## src/sv/positional_ordered_list_macros.svh

```systemverilog
// Assertion macros used by the ordered list top level.
`ifndef POSITIONAL_ORDERED_LIST_MACROS_SVH
`define POSITIONAL_ORDERED_LIST_MACROS_SVH

// Checks that a condition holds at every clock edge outside reset.
`define POL_ASSERT_ALWAYS(label, cond) \
   label: assert property (@(posedge clock) disable iff (reset) (cond)) \
      else $error("ordered list invariant violated");

// Checks that a condition holds in the cycle after the trigger.
`define POL_ASSERT_NEXT(label, trig, cond) \
   label: assert property (@(posedge clock) disable iff (reset) (trig) |=> (cond)) \
      else $error("ordered list sequence check failed");

`endif

```

## src/sv/pol_pkg.sv

```systemverilog
// Types, codes and sizes shared by the ordered list modules.
package pol_pkg;

   localparam int DEPTH       = 16;
   localparam int DATA_WIDTH  = 32;
   localparam int COUNT_WIDTH = $clog2(DEPTH + 1);
   localparam int REQ_WIDTH   = 3;
   localparam int STAT_WIDTH  = 2;
   localparam int OP_WIDTH    = 2;

   localparam logic [REQ_WIDTH-1:0] REQ_PUSH_FRONT = 3'd0;
   localparam logic [REQ_WIDTH-1:0] REQ_PUSH_BACK  = 3'd1;
   localparam logic [REQ_WIDTH-1:0] REQ_INSERT     = 3'd2;
   localparam logic [REQ_WIDTH-1:0] REQ_REMOVE     = 3'd3;
   localparam logic [REQ_WIDTH-1:0] REQ_READ       = 3'd4;

   localparam logic [STAT_WIDTH-1:0] ST_DONE  = 2'd0;
   localparam logic [STAT_WIDTH-1:0] ST_FULL  = 2'd1;
   localparam logic [STAT_WIDTH-1:0] ST_RANGE = 2'd2;

   localparam logic [OP_WIDTH-1:0] CELL_HOLD   = 2'd0;
   localparam logic [OP_WIDTH-1:0] CELL_INSERT = 2'd1;
   localparam logic [OP_WIDTH-1:0] CELL_REMOVE = 2'd2;

   typedef struct packed {
      logic [REQ_WIDTH-1:0]          req_type;
      logic signed [DATA_WIDTH-1:0]  value;
      logic [COUNT_WIDTH-1:0]        position;
   } req_type;

   typedef struct packed {
      logic [STAT_WIDTH-1:0]         status;
      logic [COUNT_WIDTH-1:0]        entry_count;
      logic signed [DATA_WIDTH-1:0]  read_value;
   } rsp_type;

   typedef struct packed {
      logic [OP_WIDTH-1:0]           op;
      logic [COUNT_WIDTH-1:0]        pos;
      logic signed [DATA_WIDTH-1:0]  data;
   } cmd_type;

endpackage

```

## src/sv/pol_cell.sv

```systemverilog
// One storage cell of the list: holds an entry, loads, shifts back or forward.
module pol_cell (
   input  logic                                   clock,
   input  pol_pkg::cmd_type                       cmd,
   input  logic [pol_pkg::COUNT_WIDTH-1:0]        index,
   input  logic signed [pol_pkg::DATA_WIDTH-1:0]  left_data,
   input  logic signed [pol_pkg::DATA_WIDTH-1:0]  right_data,
   output logic signed [pol_pkg::DATA_WIDTH-1:0]  data
);
   import pol_pkg::*;

   logic signed [DATA_WIDTH-1:0] data_ff;
   logic signed [DATA_WIDTH-1:0] data_in;

   always_comb begin
      data_in = data_ff;
      unique case (cmd.op)
         CELL_INSERT: begin
            if (index == cmd.pos) begin
               data_in = cmd.data;
            end else if (index > cmd.pos) begin
               data_in = left_data;
            end
         end
         CELL_REMOVE: begin
            if (index >= cmd.pos) begin
               data_in = right_data;
            end
         end
         default: begin
            data_in = data_ff;
         end
      endcase
   end

   always_ff @(posedge clock) begin
      data_ff <= data_in;
   end

   assign data = data_ff;

endmodule

```

## src/sv/pol_chain.sv

```systemverilog
// Row of list cells linked to their neighbors, with the positional read select.
module pol_chain (
   input  logic                                   clock,
   input  pol_pkg::cmd_type                       cmd,
   output logic signed [pol_pkg::DATA_WIDTH-1:0]  read_data
);
   import pol_pkg::*;

   logic signed [DATA_WIDTH-1:0] cell_data [DEPTH];

   for (genvar i = 0; i < DEPTH; i++) begin : g_cell
      logic signed [DATA_WIDTH-1:0] left_data;
      logic signed [DATA_WIDTH-1:0] right_data;

      if (i == 0) begin : g_first
         assign left_data = '0;
      end else begin : g_mid_left
         assign left_data = cell_data[i-1];
      end

      if (i == DEPTH - 1) begin : g_last
         assign right_data = '0;
      end else begin : g_mid_right
         assign right_data = cell_data[i+1];
      end

      pol_cell u_cell (
         .clock      (clock),
         .cmd        (cmd),
         .index      (COUNT_WIDTH'(i)),
         .left_data  (left_data),
         .right_data (right_data),
         .data       (cell_data[i])
      );
   end

   always_comb begin
      read_data = '0;
      for (int i = 0; i < DEPTH; i++) begin
         read_data = read_data | (cell_data[i] & {DATA_WIDTH{cmd.pos == COUNT_WIDTH'(i)}});
      end
   end

endmodule

```

## src/sv/positional_ordered_list.sv

```systemverilog
// Top level of the bounded ordered list with request decode and response register.
//
// Requests arrive on req_valid/req_ready/req_data and push at the front,
// append at the back, insert at a position, remove at a position or read at
// a position. Each accepted request produces exactly one response on
// rsp_valid/rsp_ready/rsp_data with a status, the count after the request
// and the value read or removed.
// The response is registered at the edge that accepts the request.
// Throughput is one request per cycle while rsp_ready is high, set by the row
// of cells, where those at and past the position load or shift in the same cycle.
// A new request is taken while a response waits only if that response is
// taken in the same cycle; while the receiver stalls, req_ready stays low
// and the held response does not change.
// Reset clears the count and the response valid; the entries themselves are
// not cleared, since only positions below the count are ever read.
module positional_ordered_list (
   input  logic              clock,
   input  logic              reset,
   input  logic              req_valid,
   output logic              req_ready,
   input  pol_pkg::req_type  req_data,
   output logic              rsp_valid,
   input  logic              rsp_ready,
   output pol_pkg::rsp_type  rsp_data
);
   import pol_pkg::*;
   `include "positional_ordered_list_macros.svh"

   logic                          req_accept;
   logic                          is_put;
   logic [COUNT_WIDTH-1:0]        op_pos;
   logic [OP_WIDTH-1:0]           op_sel;
   cmd_type                       cmd;
   logic signed [DATA_WIDTH-1:0]  read_data;

   logic [COUNT_WIDTH-1:0]        count_ff;
   logic [COUNT_WIDTH-1:0]        count_in;
   logic                          rsp_valid_ff;
   rsp_type                       rsp_ff;
   rsp_type                       rsp_in;

   assign req_ready  = !rsp_valid_ff || rsp_ready;
   assign req_accept = req_valid && req_ready;

   always_comb begin
      is_put = 1'b0;
      op_pos = req_data.position;
      unique case (req_data.req_type)
         REQ_PUSH_FRONT: begin
            is_put = 1'b1;
            op_pos = '0;
         end
         REQ_PUSH_BACK: begin
            is_put = 1'b1;
            op_pos = count_ff;
         end
         REQ_INSERT: begin
            is_put = 1'b1;
         end
         default: begin
            is_put = 1'b0;
         end
      endcase
   end

   always_comb begin
      op_sel             = CELL_HOLD;
      count_in           = count_ff;
      rsp_in.status      = ST_RANGE;
      rsp_in.read_value  = '0;
      priority if (is_put) begin
         if (count_ff == COUNT_WIDTH'(DEPTH)) begin
            rsp_in.status = ST_FULL;
         end else if (op_pos <= count_ff) begin
            rsp_in.status = ST_DONE;
            op_sel        = CELL_INSERT;
            count_in      = count_ff + COUNT_WIDTH'(1);
         end
      end else if ((req_data.req_type == REQ_REMOVE || req_data.req_type == REQ_READ)
                   && op_pos < count_ff) begin
         rsp_in.status     = ST_DONE;
         rsp_in.read_value = read_data;
         if (req_data.req_type == REQ_REMOVE) begin
            op_sel   = CELL_REMOVE;
            count_in = count_ff - COUNT_WIDTH'(1);
         end
      end else begin
         rsp_in.status = ST_RANGE;
      end
      rsp_in.entry_count = count_in;
   end

   assign cmd.op   = req_accept ? op_sel : CELL_HOLD;
   assign cmd.pos  = op_pos;
   assign cmd.data = req_data.value;

   pol_chain u_chain (
      .clock     (clock),
      .cmd       (cmd),
      .read_data (read_data)
   );

   always_ff @(posedge clock) begin
      if (reset) begin
         count_ff     <= '0;
         rsp_valid_ff <= 1'b0;
      end else if (req_accept) begin
         count_ff     <= count_in;
         rsp_valid_ff <= 1'b1;
      end else if (rsp_ready) begin
         rsp_valid_ff <= 1'b0;
      end
   end

   always_ff @(posedge clock) begin
      if (req_accept) begin
         rsp_ff <= rsp_in;
      end
   end

   assign rsp_valid = rsp_valid_ff;
   assign rsp_data  = rsp_ff;

   `POL_ASSERT_ALWAYS(a_count_bound, count_ff <= COUNT_WIDTH'(DEPTH))
   `POL_ASSERT_NEXT(a_insert_grows, req_accept && op_sel == CELL_INSERT,
                    count_ff == $past(count_ff) + COUNT_WIDTH'(1))
   `POL_ASSERT_NEXT(a_fail_holds, req_accept && rsp_in.status != ST_DONE,
                    count_ff == $past(count_ff) && rsp_valid_ff)
   `POL_ASSERT_NEXT(a_count_reported, req_accept, rsp_ff.entry_count == count_ff)

endmodule
```

## config.mk

```make
export PLATFORM = sky130hd
export DESIGN_NAME = positional_ordered_list
export DESIGN_NICKNAME = d
export VERILOG_FILES = /design/src/sv/pol_pkg.sv /design/src/sv/pol_cell.sv /design/src/sv/pol_chain.sv /design/src/sv/positional_ordered_list.sv
export VERILOG_INCLUDE_DIRS = /design/src /design/src/sv
export SDC_FILE = /design/constraint.sdc
export NUM_CORES = 1
export LEC_CHECK = 0
export BUFFER_PORTS_ARGS = -buffer_cell sky130_fd_sc_hd__buf_2
export CAP_MARGIN = 20
export CORE_ASPECT_RATIO = 0.7
export CORE_MARGIN = 10
export CORE_UTILIZATION = 30
export DETAILED_ROUTE_END_ITERATION = 16
export GPL_TIMING_DRIVEN = 0
export PLACE_DENSITY_LB_ADDON = 0.12
export SYNTH_ARGS = -nofsm -noshare
export SYNTH_HDL_FRONTEND = slang
export SYNTH_HIERARCHICAL = 1
export SYNTH_SLANG_ARGS = --single-unit
```

## constraint.sdc

```tcl
create_clock -name clock -period 6.5 [get_ports clock]
set_input_delay 0.65 -clock clock [delete_from_list [all_inputs] [get_ports clock]]
set_output_delay 0.65 -clock clock [all_outputs]
set_load 0.02 [all_outputs]
```

# ---- Word level (Yosys, flattened, before mapping)
# Index checks and enable logic that the tools add are counted.
dict set report totals {
  regBits 557
  wordCells 268
}
dict set report op_classes {
  addsub 2
  n_lt_le_gt_ge 34
  n_eq_ne 69
  mux 83
  bitwise 32
  n_reduce_logical 27
}
# operator count
set ops {}
lappend ops {{$mux W32} 48}
lappend ops {{$pmux W32 S2} 16}
lappend ops {{$and A32 B32 Y32} 16}
lappend ops {{$or A32 B32 Y32} 15}
lappend ops {{$reduce_and A3 Y1} 16}
lappend ops {{$ne A3 B3 Y1 const B} 15}
lappend ops {{$eq A4 B5 Y1 const A} 8}
lappend ops {{$eq A5 B4 Y1 const B} 8}
lappend ops {{$ge A4 B5 Y1 const A} 8}
lappend ops {{$gt A4 B5 Y1 const A} 8}
lappend ops {{$ne A2 B2 Y1 const B} 16}
lappend ops {{$mux W5} 5}
lappend ops {{$eq A3 B5 Y1 const A} 4}
lappend ops {{$eq A5 B3 Y1 const B} 4}
lappend ops {{$ge A3 B5 Y1 const A} 4}
lappend ops {{$gt A3 B5 Y1 const A} 4}
lappend ops {{$mux W2} 8}
lappend ops {{$eq A2 B5 Y1 const A} 2}
lappend ops {{$eq A5 B2 Y1 const B} 2}
lappend ops {{$ge A1 B5 Y1 const A} 2}
lappend ops {{$ge A2 B5 Y1 const A} 2}
lappend ops {{$gt A1 B5 Y1 const A} 2}
lappend ops {{$gt A2 B5 Y1 const A} 2}
lappend ops {{$pmux W5 S2} 1}
lappend ops {{23 further kinds} 31}

# ---- Depth between registers and ports, before layout
# Gate-level depths: netlist of run 1.
dict set report depth {
  ltp_word 19
  depth_mapped 15
}

# ---- Cells and area by module
# The synthesis of run 1 kept the hierarchy.
# module n_inst cells_per_inst area_each_um2 seq_area_each_um2
set modules_own_cells {}
lappend modules_own_cells {pol_cell 16 207 2035.7 960.9}
lappend modules_own_cells {pol_chain 1 530 3878.7 0.0}
lappend modules_own_cells {positional_ordered_list 1 199 2278.4 1291.2}

# ---- Worst setup path after synthesis of run 1
# Ideal clock, no wire load.
dict set report synth_path {
  kind {input to register}
  start {input port req_data[39] (netlist name)}
  end {register u_chain.g_cell[15].u_cell.data_ff[0], enable pin}
  setup_time_ns 0.441
  arrival_time_ns 6.699
  t_required_ns 6.059
  setup_slack_ns -0.640
  stages 10
  cell_sequence {or2_2 -> clkbuf_1 -> o21ai_0 -> ha_1 -> nor2b_1 -> o31ai_4 -> nand2_1 -> nor2_1 -> xnor2_1 -> a31oi_1}
}
# element line
set synth_lines {}
lappend synth_lines {{start, declared} positional_ordered_list.sv:21} ;# input pol_pkg::req_type req_data,
lappend synth_lines {{end signal, assigned} pol_cell.sv:37} ;# data_ff <= data_in;
lappend synth_lines {{end, declared} pol_cell.sv:12} ;# logic signed [DATA_WIDTH-1:0] data_ff;

==> qor.csv, run 1 <==
stage,metric,value,unit
synth,synth cell count leaders,"607 x nor2_1, 551 x edfxtp_1, 531 x nand4_1, 528 x a31oi_1, 522 x o21ai_0",
outcome,outcome,finished clean,
worst_setup_path,Worst setup EP type,flop,
cts,"Reg clk slew, reported paths",0.06,ns
worst_setup_path,Worst path depth,15,
grt,initial antenna violation count,1,
worst_setup_path,"Largest delay share family, worst path",buffers and inverters,
layout,fin area,44960,µm²
layout,final-layout fill cell count,13240,
timing,post-route setup slack,1.348,ns
worst_setup_path,crit path from,req_data[38],
synth,"EDFF count, synth",551,
routing,DRC viols,0,
cts,TritonCTS buffer count,68,
synth,Simple-Gate Fraction of Synth Area,0.1821,
grt,largest net degree at the start of global routing,25,
worst_setup_path,max incr delay on CP,0.77,ns
layout,final-stage net count,4494,
worst_hold_path,Worst Hold Class,input port to flop,
synth,Compound-Gate Fraction of Synth Area,0.1987,
synth,Yosys reg bits,557,
die,initial core utilization,0.3016,
timing,fmax,194.1,MHz
layout,final std cells w/o fill,6155,
timing,post-route minimum period,5.152,ns
grt,Tot GR Track Use,0.2464,
cts,CTS Hold Bufs,0,
worst_setup_path,worst-path fanout max,17,
worst_setup_path,CP required,6.91,ns
die,Die Ht,320.6,µm
worst_setup_path,depth of the worst register-to-register path,12,
routing,DRT iter0 DRCs,5686,
synth,Yosys cell types,71,
cts,setup bufs post-CTS,0,
pwr,Lkg Pwr,15.31,nW
cts,CTS Buffer Depth,3,
grt,first-pass GRT wire length,260800,µm
timing,Fin. Hold Viols,0,
worst_setup_path,CP bufs+invs,7,
synth,Mapped Avg Cell Area,9.584,µm²
timing,period utilization,0.7926,
timing,Final setup viols,0,
routing,antenna-violating nets left,0,
layout,P&R area growth vs syn,16.10,%
routing,via count,36860,
worst_setup_path,R2R Path End,rsp_data[31]$_SDFFCE_PP0P_,
cts,Root Buffer Master,clkbuf_16,
worst_setup_path,crit-path cells,buf_2 -> or2_2 -> clkbuf_1 -> nand2_1 -> o21a_1 -> inv_1 -> buf_4 -> buf_4 -> buf_4 -> buf_2 -> mux2i_1 -> nor2_1 -> a211oi_1 -> nand3_1 -> and2_1,
cts,CTS tree,yes,
timing,RSZ-0062 raised after global routing,false,
cts,H-tree Lvls,3,
place,placed insts,6027,
place,worst slack at placement,0.6849,ns
routing,drt pass-1 iters,6,
worst_setup_path,slowest CP cell,inv_1,
die,overall die width,449.4,µm
synth,Synth area leaders,"edfxtp_1 43%, nand4_1 8.6%, a31oi_1 8.5%",
timing,Final Skew,0.03176,ns
synth,Post-Synth Adder-Cell Area,0.02811,
die,die area,144100,µm²
synth,top cell type by total area after synthesis,edfxtp_1,
worst_setup_path,Crit Path Category,input port to flop,
routing,average routed wire per standard cell,30.22,µm
synth,part of the Yosys area used for sequential elements,0.4303,
run,max-cap violation count,0,
cts,"Clk Latency, worst-skew pair",0.68,ns
synth,xor/xnor share of the synthesized area,0.004297,
timing,Slew headroom,0.1394,
place,routability cong.,0.9582,
cts,clk sink count,557,
timing,Worst Tran Pin Value,1.285,ns
synth,multiplexer area fraction after synthesis,0.04084,
cts,CTS resizes,0,
grt,vias in the first global route,34100,
synth,largest family of logic cells by synthesized area,compound AO/OA/AOI/OAI gates,
die,core area,128400,µm²
synth,Post-Synthesis Cells,4041,
worst_setup_path,CP dominant cell by count,buf_4,
synth,synth warn,6,
worst_setup_path,CP Data Arrival Time,5.56,ns
synth,post-synthesis cell area,38730,µm²
routing,Vias/cell,5.988,
layout,layout cell share with drive strength beyond 1,0.1572,
pwr,peak supply drop,0.1462,mV
worst_setup_path,worst setup path end,rsp_data[31]$_SDFFCE_PP0P_,
place,placed cell area,42650,µm²
pwr,Pwr Density,242.8,nW/µm²
synth,asr flop ratio synth,0,
die,IO Pins,85,
synth,"Top FF cell, synth",edfxtp_1,
grt,residual overflow from global routing,0,
worst_setup_path,Reg-to-Reg Start,count_ff[0]$_SDFFE_PP0P_,
worst_setup_path,critical path launch point type,input port,
layout,Util after Layout,0.3502,
die,Std-Cell Rows,110,
synth,most frequent cell after synthesis,nor2_1,
place,Port-buffer cells,83,
synth,share of the synthesized area in the top cell type,0.4272,
routing,Routed WL,186000,µm
worst_setup_path,register-to-register setup slack,1.52,ns
place,post-DP HPWL,151100,µm
timing,Max Transition Viols Final,0,
-- where the power goes --
part | internal (mW) | total (mW) | switching, mW
Clock | 2.40 | 4.12 | 1.72
Combinational | 0.808 | 2.52 | 1.71
Sequential | 4.14 | 4.28 | 0.135
-- flip-flops by register name, indices dropped and copies added, names as in the netlist --
signal / count
rsp_data: 39
count_ff: 5
rsp_valid: 1
u_chain/g_cell.u_cell/data: 512
-- cells by family after synthesis --
group | count (synthesis)
buf+inv | 568
fa+ha+maj | 87
other cells | 2
flops | 557
mux | 156
xor+xnor | 19
compound gates | 1276
simple gates | 1376
-- worst reg2reg max path, stage by stage, from the launching register on --
cell and delay (ns):
dfxtp_1 0.53, nand2_1 0.10, o21a_1 0.24, inv_1 0.77, buf_4 0.45, buf_4 0.35, buf_4 0.41, buf_2 0.63
mux2i_1 0.43, nor2_1 0.09, a211oi_1 0.23, nand3_1 0.26, and2_1 0.24
-- metrics by stage --
step | setup TNS, ns | power, mW | hold WS (ns)
3_3_place_gp | -5430.41 | 6.705 | 0.5072
3_5_place_dp | 0 | 6.748 | 0.5098
6_report | 0 | 10.92 | 0.2162
5_1_grt | 0 | 11.27 | 0.1982
4_1_cts | 0 | 10.88 | 0.1705
2_1_floorplan | 0 | 5.777 | 0.5397
-- metal layers --
metal  track usage  share of wire  up-vias
met3       0.05735           0.10      207
met2        0.3271           0.38     2142
li1              -              -    16270
met4       0.05452          0.023        2
met5             0       0.000070        -
met1        0.3908           0.49    18230
-- worst min-delay path by stage --
stage	start	slack [ns]	cells past startpoint	to
final	req_valid	0.22	3	rsp_valid$_SDFFE_PP0P_
after global routing	req_valid	0.20	3	rsp_valid$_SDFFE_PP0P_
after CTS	req_valid	0.17	3	rsp_valid$_SDFFE_PP0P_
after detailed placement	rsp_valid$_SDFFE_PP0P_	0.51	2	rsp_valid$_SDFFE_PP0P_
after global placement	rsp_valid$_SDFFE_PP0P_	0.51	2	rsp_valid$_SDFFE_PP0P_
after floorplan	count_ff[1]$_SDFFE_PP0P_	0.54	2	count_ff[1]$_SDFFE_PP0P_
-- placed cells by master, fill, tap and decap left out, drive strengths merged, types with 29 or more instances in the layout --
cell type / synthesis / layout
buf: 290 / 400
mux2i: 149 / 149
edfxtp: 551 / 551
ha: 87 / 87
a22o: 30 / 30
inv: 105 / 107
nor2: 609 / 609
and2: 66 / 66
o22ai: 34 / 34
a211oi: 29 / 29
clkbuf: 173 / 269
o21ai: 522 / 522
nand4: 531 / 531
conb: 2 / 144
a221oi: 31 / 31
nand3: 55 / 55
a31oi: 528 / 528
a21oi: 31 / 31
-- cell type report --
| cell class | count | area [µm²] | area share |
|---|---|---|---|
| well taps | 1736 | 2172 | 0.04831 |
| flip-flops and latches | 557 | 16670 | 0.3706 |
| repair buffers | 110 | 950.9 | 0.02115 |
| inverters | 105 | 394.1 | 0.008765 |
| plain buffers | 463 | 4080 | 0.09074 |
| multi-input cells | 3058 | 18410 | 0.4095 |
| diodes | 4 | 10.01 | 0.0002226 |
| clock buffers | 96 | 1901 | 0.04227 |
| clock inverters | 26 | 376.6 | 0.008376 |
(Power assumes the default switching activity.)
==> run 2: changes to the inputs <==
==> constraint.sdc (replaced) <==
create_clock -name clock -period 4.8 [get_ports clock]
set_input_delay 0.48 -clock clock [delete_from_list [all_inputs] [get_ports clock]]
set_output_delay 0.48 -clock clock [all_outputs]
set_load 0.02 [all_outputs]
==> run 2 against run 1 <==
Hold slack got worse by 0.17 ns. Clock power grew 22%. Wire length rose by 0.55%. First-iteration DRC count shrank 9.3%. Non-clock buffer count rose by 15. Die area did not move. Final area down 0.37%. Cell count rose by 0.19%. Combinational power increased by 36%. Global-route usage about the same. Total power is 30% higher. Clock skew decreased by 0.0077 ns. Critical path type is now flop to flop.
==> qor.csv, run 2 (same netlist as run 1, synthesis figures left out) <==
stage,metric,value,unit,change
routing,DR top layer,met5,,unchanged
routing,met3 wire len,18560,µm,"was 19,130 µm"
die,die area,144100,µm²,unchanged
timing,post-route minimum period,4.774,ns,
timing,fmax,209.5,MHz,
grt,Tot GR Track Use,0.2464,,about the same
layout,Util after Layout,0.3489,,was 0.3502
worst_setup_path,CP required,5.34,ns,was 6.91 ns
cts,TritonCTS buffer count,67,,was 68
routing,Vias/cell,6.019,,was 5.988
layout,layout cell share with drive strength beyond 1,0.1597,,was 0.1572
routing,met2 WL,72330,µm,"was 71,320 µm"
worst_setup_path,slowest CP cell,clkbuf_1,,was inv_1
worst_setup_path,critical path launch point type,flop,,was input port
timing,period utilization,0.9946,,
die,Die Ht,320.6,µm,unchanged
pwr,Lkg Pwr,15.25,nW,was 15.31 nW
timing,Worst Tran Pin Value,1.248,ns,was 1.285 ns
cts,clk sink count,557,,unchanged
die,Std-Cell Rows,110,,unchanged
place,placed insts,6026,,"was 6,027"
layout,final-layout fill cell count,13350,,"was 13,240"
routing,DRC viols,0,,unchanged
die,overall die width,449.4,µm,unchanged
timing,post-route setup slack,0.02595,ns,was 1.348 ns
cts,CTS Hold Bufs,0,,unchanged
worst_setup_path,"Largest delay share family, worst path",buffers and inverters,,unchanged
layout,Multi-input gate area,18420,µm²,"was 18,410 µm²"
layout,final std cells w/o fill,6167,,"was 6,155"
grt,first-pass GRT wire length,261200,µm,"was 260,800 µm"
place,worst slack at placement,-0.6807,ns,was 0.6849 ns
pwr,net switching power,4.861,mW,was 3.565 mW
die,core area,128400,µm²,unchanged
cts,CTS Buffer Depth,3,,unchanged
layout,register area,16670,µm²,unchanged
pwr,Pwr Density,317.7,nW/µm²,was 242.8 nW/µm²
timing,Final setup viols,0,,unchanged
grt,vias in the first global route,34420,,"was 34,100"
worst_hold_path,Worst Hold Class,input port to flop,,unchanged
routing,Routed WL,187000,µm,"was 186,000 µm"
routing,antenna-violating nets left,0,,unchanged
timing,Slew headroom,0.1683,,was 0.1394
outcome,outcome,finished clean,,unchanged
cts,Root Buffer Master,clkbuf_16,,unchanged
cts,H-tree Lvls,3,,unchanged
routing,drt pass-1 iters,6,,unchanged
timing,Final Skew,0.02406,ns,was 0.03176 ns
place,post-DP HPWL,151800,µm,"was 151,100 µm"
cts,"Clk Latency, worst-skew pair",0.68,ns,about the same
pwr,sw frac,0.3415,,was 0.3265
worst_setup_path,Worst setup EP type,flop,,unchanged
die,initial core utilization,0.3016,,unchanged
routing,via count,37120,,"was 36,860"
timing,Max Transition Viols Final,0,,unchanged
timing,RSZ-0062 raised after global routing,false,,unchanged
pwr,internal power,9.373,mW,was 7.353 mW
layout,final-stage net count,4509,,"was 4,494"
layout,most frequent cells in the layout,"605 x nor2_1, 551 x edfxtp_1, 531 x nand4_1",,unchanged
grt,initial antenna violation count,4,,was 1
place,routability cong.,0.9380,,was 0.9582
worst_setup_path,Crit Path Category,flop to flop,,was input port to flop
pwr,Clk network pwr share,0.352,,was 0.377
grt,largest net degree at the start of global routing,24,,was 25
worst_setup_path,max incr delay on CP,0.98,ns,was 0.77 ns
pwr,peak supply drop,0.2035,mV,was 0.1462 mV
grt,residual overflow from global routing,0,,unchanged
die,IO Pins,85,,unchanged
routing,average routed wire per standard cell,30.33,µm,was 30.22 µm
worst_setup_path,crit-path cells,clkbuf_1 -> nand2_1 -> o21ai_2 -> buf_8 -> buf_4 -> nand3b_1 -> nor3_1 -> clkbuf_1 -> a221oi_1 -> nand3_1 -> and2_1,,was buf_2 -> or2_2 -> clkbuf_1 -> nand2_1 -> o21a_1 -> inv_1 -> buf_4 -> buf_4 -> buf_4 -> buf_2 -> mux2i_1 -> nor2_1 -> a211oi_1 -> nand3_1 -> and2_1
place,Port-buffer cells,83,,unchanged
routing,DRT iter0 DRCs,5158,,"was 5,686"
worst_setup_path,worst-path fanout max,14,,was 17
cts,CTS tree,yes,,unchanged
timing,Fin. Hold Viols,0,,unchanged
run,max-cap violation count,0,,unchanged
routing,met1 WL,92100,µm,"was 91,260 µm"
layout,P&R area growth vs syn,15.68,%,was 16.10%
worst_setup_path,CP bufs+invs,4,,was 7
layout,max reg flops,512,,unchanged
pwr,Seq pwr share,0.407,,was 0.392
pwr,power share of the combinational group,0.241,,was 0.231
cts,"Reg clk slew, reported paths",0.06,ns,about the same
worst_setup_path,CP dominant cell by count,clkbuf_1,,was buf_4
worst_setup_path,CP Data Arrival Time,5.32,ns,was 5.56 ns
layout,"most common cell after layout, fill and taps aside",nor2_1,,unchanged
run 2: repair_timing:
item                       CTS  global route
gates cloned                 0             1
resized for setup            1             0
pin swaps                    0             1
setup endpoints to repair    1           176
setup buffers                0            16
run 2: layer usage:
metal / up-vias / GRT usage
met4: 5 / 0.05092
met5: - / 0.008820
met2: 2046 / 0.3301
met1: 18570 / 0.3919
met3: 191 / 0.05284
li1: 16300 / -
run 2: area by class of cell:
cell class / count / area share
Antenna cell: 3 / 0.0001676
Buffer: 463 / 0.09108
Clock buffer: 79 / 0.03891
Clock inverter: 40 / 0.005530
Inverter: 105 / 0.008881
Multi-Input combinational cell: 3059 / 0.4112
Sequential cell: 557 / 0.3720
Tap cell: 1736 / 0.04848
Timing Repair Buffer: 125 / 0.02377
run 2: path summary, 6_finish.rpt:
path                                          startpoint                    endpoint  slack [ns]  depth (start not counted)
worst max register to register  count_ff[2]$_SDFFE_PP0P_  rsp_data[10]$_SDFFCE_PP0P_        0.03                         11
worst min register to register    rsp_valid$_SDFFE_PP0P_      rsp_valid$_SDFFE_PP0P_        0.54                          2
worst max-delay path            count_ff[2]$_SDFFE_PP0P_  rsp_data[10]$_SDFFCE_PP0P_        0.03                         11
worst min-delay path                           req_valid      rsp_valid$_SDFFE_PP0P_        0.05                          3
run 2: per-stage QoR:
stage	TNS [ns]	area [µm²]	hold WS (ns)	total power, mW
after floorplan	0	39520	0.5397	7.838
after global routing	0	44790	0.04762	14.67
final	0	44800	0.04898	14.23
after CTS	0	44610	0.01240	14.14
after detailed placement	-175.80	42620	0.5213	9.135
after global placement	-2883.34	42100	0.5054	9.068
run 2: power groups by stage:
stage	sequential, mW	clock (mW)	combinational, mW
2_1_floorplan	5.82	0	2.02
3_3_place_gp	5.91	0	3.16
3_5_place_dp	5.90	0	3.24
4_1_cts	5.79	5.09	3.25
5_1_grt	5.80	5.27	3.60
6_report	5.79	5.01	3.43
run 2: tightest hold or removal path, delay by kind of cell:
family	cells	cell delay [ns]
buf+inv	2	0.15
compound gates	1	0.05
